`src/biq_pkg.sv`:
```
// Package for the biquad low-pass filter: coefficient types, register
// indexes and default parameter values. Depends on nothing.
`timescale 1ns / 1ps

package biq_pkg;

   localparam int COEF_WIDTH      = 19;
   localparam int FRAC_BITS       = 16;
   localparam int NUM_COEFS       = 5;
   localparam int CSR_INDEX_WIDTH = 3;

   localparam int DEFAULT_WARMUP_SAMPLES = 500;
   localparam int DEFAULT_SAMPLE_WIDTH   = 16;

   localparam logic [CSR_INDEX_WIDTH-1:0] REG_COEF_B0 = 3'd0;
   localparam logic [CSR_INDEX_WIDTH-1:0] REG_COEF_B1 = 3'd1;
   localparam logic [CSR_INDEX_WIDTH-1:0] REG_COEF_B2 = 3'd2;
   localparam logic [CSR_INDEX_WIDTH-1:0] REG_COEF_A1 = 3'd3;
   localparam logic [CSR_INDEX_WIDTH-1:0] REG_COEF_A2 = 3'd4;

   typedef logic signed [COEF_WIDTH-1:0] coef_type;

   typedef struct packed {
      coef_type b0;
      coef_type b1;
      coef_type b2;
      coef_type a1;
      coef_type a2;
   } coef_set_type;

endpackage

```
`src/biq_csr.sv`:
```
// Coefficient register file for the biquad filter, written through the
// plain write port. Depends on biq_pkg.
`timescale 1ns / 1ps

module biq_csr
   import biq_pkg::*;
(
   input  logic                       clock,
   input  logic                       reset,
   input  logic                       csr_write_enable,
   input  logic [CSR_INDEX_WIDTH-1:0] csr_index,
   input  logic [COEF_WIDTH-1:0]      csr_wdata,
   output coef_set_type               coefs
);

   coef_set_type coef_ff;
   coef_set_type coef_in;

   always_comb begin
      coef_in = coef_ff;
      if (csr_write_enable) begin
         unique case (csr_index)
            REG_COEF_B0: coef_in.b0 = csr_wdata;
            REG_COEF_B1: coef_in.b1 = csr_wdata;
            REG_COEF_B2: coef_in.b2 = csr_wdata;
            REG_COEF_A1: coef_in.a1 = csr_wdata;
            REG_COEF_A2: coef_in.a2 = csr_wdata;
            default:     coef_in = coef_ff;
         endcase
      end
   end

   always_ff @(posedge clock) begin
      if (reset) begin
         coef_ff <= '0;
      end else begin
         coef_ff <= coef_in;
      end
   end

   assign coefs = coef_ff;

endmodule

```
`config.mk`:
```
export PLATFORM = sky130hd
export DESIGN_NAME = biq_csr
export DESIGN_NICKNAME = d
export VERILOG_FILES = /design/src/biq_pkg.sv /design/src/biq_csr.sv
export SDC_FILE = /design/constraint.sdc
export NUM_CORES = 1
export LEC_CHECK = 0
export ABC_AREA = 1
export ABC_CLOCK_PERIOD_IN_PS = 1850
export BUFFER_PORTS_ARGS = -buffer_cell sky130_fd_sc_hd__buf_2
export CAP_MARGIN = 5
export CORE_ASPECT_RATIO = 1.25
export CORE_MARGIN = 3
export CORE_UTILIZATION = 50
export DETAILED_ROUTE_END_ITERATION = 7
export GPL_ROUTABILITY_DRIVEN = 0
export PLACE_DENSITY = 0.75
export SLEW_MARGIN = 30
export SYNTH_ARGS = -nofsm -noshare
export SYNTH_HDL_FRONTEND = slang
export SYNTH_SLANG_ARGS = --single-unit
export TNS_END_PERCENT = 1
```
`constraint.sdc`:
```
create_clock -name clock -period 1.85 [get_ports clock]
set_clock_uncertainty 0.05 [all_clocks]
set_input_delay 0.555 -clock clock [delete_from_list [all_inputs] [get_ports clock]]
set_output_delay 0.555 -clock clock [all_outputs]
set_load 0.03 [all_outputs]
```
==> impl_metrics.tcl, run 1 <==
set metrics [dict create \
    fillCellCount 730 \
    largest_register_ffs 95 \
    hp-class "register to register" \
    hold_violations 0 \
    crit_chain "buf_2" \
    cts-resized-gates 0 \
    cts.path.max_buffers 2 \
    rows 35 \
    ys_ff_latch 95 \
    critPathLaunchType "register" \
    dpl_cell_area_sq_um 4460 \
    yosysTopAreaCell "dfxtp_1" \
    initial_core_util_pct 51.8 \
    rsz0062_at_grt "no" \
    yosysWarningCount 0 \
    synthTopCellsByCount "nor2_1 (191), nand2_1 (99), dfxtp_1 (95), nand3_1 (95), inv_1 (20)" \
    ant_nets 0 \
    vias_per_cell 5.01 \
    fin_util_pct 63.2 \
    grt_usage_pct 22.0 \
    finalSetupViolCount 0 \
    first_iter_violations 190 \
    max_clock_freq_ghz 0.653 \
    drcViolationCount 0 \
    io_pins 120 \
    wirelength_um 9960 \
    cts_root_buf "clkbuf_8" \
    num_vias 3748 \
    path_buf_inv 1 \
    ys_seq_area_share_pct 49.6 \
    drt-wirelength-per-cell_um 13.3 \
    syn_nets 572 \
    grt_pass1_wl_um 15800 \
    avgSynthCellArea_sq_um 7.01 \
    fp.dieArea_sq_um 8760 \
    grt_pass1_vias 3176 \
    slew_viol_final 0 \
    power.density_nw_per_um2 906 \
    tightestPinTransition_ps 552 \
    min_period_ps 1530 \
    relSlewSlack_pct 63.0 \
    firstDrtPassIters 5 \
    synthFlopType "dfxtp_1" \
    final_area_sq_um 4680 \
    worst_skew_pair.late_latency_ps 340 \
    final_nets 676 \
    ctsHoldBuffers 0 \
    final.period_utilization_pct 82.8 \
    cts-buffers-inserted 9 \
    grt_max_degree 96 \
    clock-sinks 95 \
    yosysUniqueCellTypes 16 \
    synth.area.top_cells "dfxtp_1 (50%), nor2_1 (19%), nand3_1 (12%)" \
    maxCapViolations 0 \
    end_kind "output pin" \
    multi_input_area_sq_um 1670 \
    synth.top_cell.area_share_pct 49.6 \
    fp.dieW_um 84.3 \
    outcome "finished, final reports clean" \
    cts_tree "done" \
    ff_latch_area_sq_um 1900 \
    slowest_stage "dfxtp_1" \
    required_ps 1240 \
    critical_path.max_fanout 2 \
    crit_path_max_incr_delay_ps 370 \
    cts_setup_buffers 0 \
    synth_area_sq_um 3830 \
    syn_inst 547 \
    drive_above_1_share_pct 23.8 \
    dieHeight_um 104 \
    cts.htree.levels 3 \
    hpwl_um 6730 \
    synth-async-reset-ratio_pct 0 \
    area_growth_pct 22.1 \
    clk_pin_slew_ps 90 \
    cp_top_family "flip-flops" \
    tns_ps 0 \
    overflow 0 \
    crit_arrival_ps 930 \
    antenna_cells 0 \
    critPathKind "register to output pin" \
    synth_edf_count 0 \
    power_leakage_uw 0.00234 \
    port_buffers 119 \
    core_sq_um 7400 \
    yosysMostFrequentCell "nor2_1" \
    antenna_found_initial 1 \
    vdd_ir_drop_max_mv 0.542 \
]
## final cells by class
| cell class | count | area share, % |
|---|---|---|
| sequential | 95 | 40.6 |
| multi-input combinational | 395 | 35.8 |
| timing repair buffer | 124 | 14.3 |
| inverter | 26 | 2.09 |
| clock inverter | 7 | 2.09 |
| tap | 92 | 2.46 |
| clock buffer | 9 | 2.65 |
## worst paths after layout
| kind | from | to | slack [ps] | depth (start not counted) |
|---|---|---|---|---|
| worst max register to register | coefs[48]$_SDFFE_PP0P_ | coefs[48]$_SDFFE_PP0P_ | 1180 | 2 |
| worst min-delay path | coefs[90]$_SDFFE_PP0P_ | coefs[90]$_SDFFE_PP0P_ | 430 | 2 |
| worst min register to register | coefs[90]$_SDFFE_PP0P_ | coefs[90]$_SDFFE_PP0P_ | 430 | 2 |
| worst max-delay path | coefs[15]$_SDFFE_PP0P_ | coefs[15] | 320 | 1 |
## cell usage in the layout, fill, tap and decap left out
| cell type | Yosys | routed |
|---|---|---|
| clkbuf_8 | 0 | 9 |
| buf_12 | 0 | 3 |
| clkinvlp_4 | 0 | 2 |
| dfxtp_1 | 95 | 95 |
| nand2_1 | 99 | 99 |
| clkinv_1 | 1 | 1 |
| buf_4 | 8 | 2 |
| nand2_2 | 1 | 1 |
| nand2_4 | 1 | 1 |
| nor2_4 | 7 | 8 |
| buf_2 | 12 | 119 |
| bufinv_16 | 0 | 2 |
| inv_2 | 5 | 5 |
| nand3_1 | 95 | 95 |
| nor2_2 | 1 | 1 |
| clkinv_2 | 0 | 1 |
| clkinv_4 | 0 | 2 |
| inv_1 | 20 | 20 |
| nor2_1 | 191 | 190 |
## report_power, final
part | switching, uW | internal [uW]
Sequential | 36.4 | 2120
Clock | 729 | 764
Combinational | 426 | 171
## routing by layer
layer	part of all wire, %	track usage (%)	wire, um
met4	1.8	6.45	180
met1	40	27.7	4030
met3	8.8	5.47	881
met2	49	37.2	4860
met5	0.070	0	7
## per-stage QoR
stage / total power [uW] / setup WS [ps] / std cells / hold WS [ps]
after floorplan: 2620 / 483 / 547 / 556
after global placement: 2790 / 111 / 732 / 409
after detailed placement: 2800 / 77.7 / 732 / 415
after CTS: 4260 / 300 / 748 / 436
after global routing: 4410 / 234 / 748 / 452
final: 4240 / 319 / 748 / 429
## logic make-up after synthesis
logic type	Yosys count	synth area share [%]
flops	95	49.6
simple gates	395	43.5
buf+inv	57	6.95
No activity file was read; power rests on OpenSTA's default activity.
==> run 2: changes to the inputs <==
--- a/config.mk
+++ b/config.mk
@@ -6,7 +6,7 @@
 export NUM_CORES = 1
 export LEC_CHECK = 0
 export ABC_AREA = 1
-export ABC_CLOCK_PERIOD_IN_PS = 1850
+export ABC_CLOCK_PERIOD_IN_PS = 1500
 export BUFFER_PORTS_ARGS = -buffer_cell sky130_fd_sc_hd__buf_2
 export CAP_MARGIN = 5
 export CORE_ASPECT_RATIO = 1.25
==> constraint.sdc (replaced) <==
create_clock -name clock -period 1.5 [get_ports clock]
set_clock_uncertainty 0.05 [all_clocks]
set_input_delay 0.45 -clock clock [delete_from_list [all_inputs] [get_ports clock]]
set_output_delay 0.45 -clock clock [all_outputs]
set_load 0.03 [all_outputs]
==> run 2 against run 1 <==
  * Worst setup slack got worse by 250 ps
  * Power rose by 21%
  * Sequential share of layout area fell by 1.3 points
  * Critical path type unchanged
  * Largest cell class unchanged
  * Largest power group unchanged
  * Highest routed layer is now met4
==> impl_metrics.tcl, run 2 (synthesized netlist as in run 1, its figures left out) <==
set metrics [dict create \
    r2r-start "coefs[60]$_SDFFE_PP0P_" \
    initial_core_util_pct 51.8 \
    port_buffers 119 \
    vias_per_cell 5.04 \
    min_period_ps 1430 \
    fp.dieArea_sq_um 8760 \
    clock-sinks 95 \
    cts.path.max_buffers 2 \
    vdd_ir_drop_max_mv 0.824 \
    rsz0062_at_grt "no" \
    slowest_stage "dfxtp_1" \
    final_cells 757 \
    first_iter_violations 191 \
    num_vias 3813 \
    finalSetupViolCount 0 \
    max_clock_freq_ghz 0.700 \
    cts_tree "done" \
    crit_start "coefs[38]$_SDFFE_PP0P_" \
    area_growth_pct 26.2 \
    cts.htree.levels 3 \
    core_sq_um 7400 \
    maxCapViolations 0 \
    ant_nets 0 \
    dieHeight_um 104 \
    critPathLaunchType "register" \
    cts-resized-gates 0 \
    crit_path_max_incr_delay_ps 370 \
    dp.cells 741 \
    antenna_cells 0 \
    grt_pass1_wl_um 16500 \
    final_area_sq_um 4840 \
    clk_pin_slew_ps 90 \
    io_pins 120 \
    outcome "finished, final reports clean" \
    dpl_cell_area_sq_um 4640 \
    rows 35 \
    critPathKind "register to output pin" \
    critical_path.max_fanout 2 \
    ff_latch_area_sq_um 1900 \
    final_nets 685 \
    drt-wirelength-per-cell_um 13.5 \
    power_leakage_uw 0.00240 \
    crit_arrival_ps 930 \
    wirelength_um 10200 \
    worst_slack_ps 70.5 \
    drive_above_1_share_pct 24.7 \
    grt_pass1_vias 3465 \
    drcViolationCount 0 \
    final_common_cell "nor2_1" \
    tns_ps 0 \
    grt_max_degree 54 \
    cts_root_buf "clkbuf_8" \
    power.density_nw_per_um2 1060 \
    cts_setup_buffers 0 \
    largest_register_ffs 95 \
    relSlewSlack_pct 62.4 \
    end_kind "output pin" \
    final.period_utilization_pct 95.3 \
    hp-start "coefs[26]$_SDFFE_PP0P_" \
    required_ps 1000 \
    grt_usage_pct 23.0 \
    path_buf_inv 1 \
    worst_skew_pair.late_latency_ps 360 \
    slew_viol_final 0 \
    ctsHoldBuffers 0 \
    overflow 0 \
    crit_chain "buf_2" \
    tightestPinTransition_ps 561 \
    pre_cts_slack_ps -116 \
    cts-buffers-inserted 9 \
    final_cell_mix "nor2_1 (190), buf_2 (119), nand2_1 (99), nand3_1 (95), dfxtp_1 (95)" \
    firstDrtPassIters 4 \
    hp-class "register to register" \
    multi_input_area_sq_um 1670 \
    hold_violations 0 \
    hold_slack_ps 432 \
    hpwl_um 7130 \
    fillCellCount 690 \
    cp_top_family "flip-flops" \
    antenna_found_initial 0 \
    fp.dieW_um 84.3 \
]
-- run 2: layout make-up --
class / count / area share (%)
multi-input cells: 395 / 34.6
well taps: 92 / 2.38
clock inverters: 6 / 1.47
clock buffers: 10 / 2.64
inverters: 26 / 2.02
flip-flops and latches: 95 / 39.3
repair buffers: 133 / 17.6
-- run 2: routing by layer --
metal  track usage [%]  up-vias  wire [um]
li1                  -     1919          -
met1              27.8     1723       4120
met2              39.3      149       5010
met3              4.83       22        799
met4              9.95        0        270
met5                 0        -          0
-- run 2: path summary, 6_finish.rpt --
path / end / slack [ps] / depth (start not counted)
setup / recovery: coefs[38] / 70 / 1
hold / removal: coefs[26]$_SDFFE_PP0P_ / 430 / 2
setup reg to reg: coefs[60]$_SDFFE_PP0P_ / 850 / 2
hold reg to reg: coefs[26]$_SDFFE_PP0P_ / 430 / 2
-- run 2: power breakdown --
part           switching (uW)  leakage (uW)  total, uW  internal [uW]
registers                46.1      0.000772       2650           2610
clock network             898     0.0000927       1680            780
logic                     536       0.00153        782            245
total                    1480       0.00240       5110           3630
-- run 2: per-stage QoR --
| step | power (uW) | util (%) |
|---|---|---|
| finish | 5110 | 65.4 |
| global route | 5320 | 65.4 |
| CTS | 5160 | 65.4 |
| detailed placement | 3500 | 62.7 |
| global placement | 3480 | 62.7 |
| floorplan | 3230 | - |
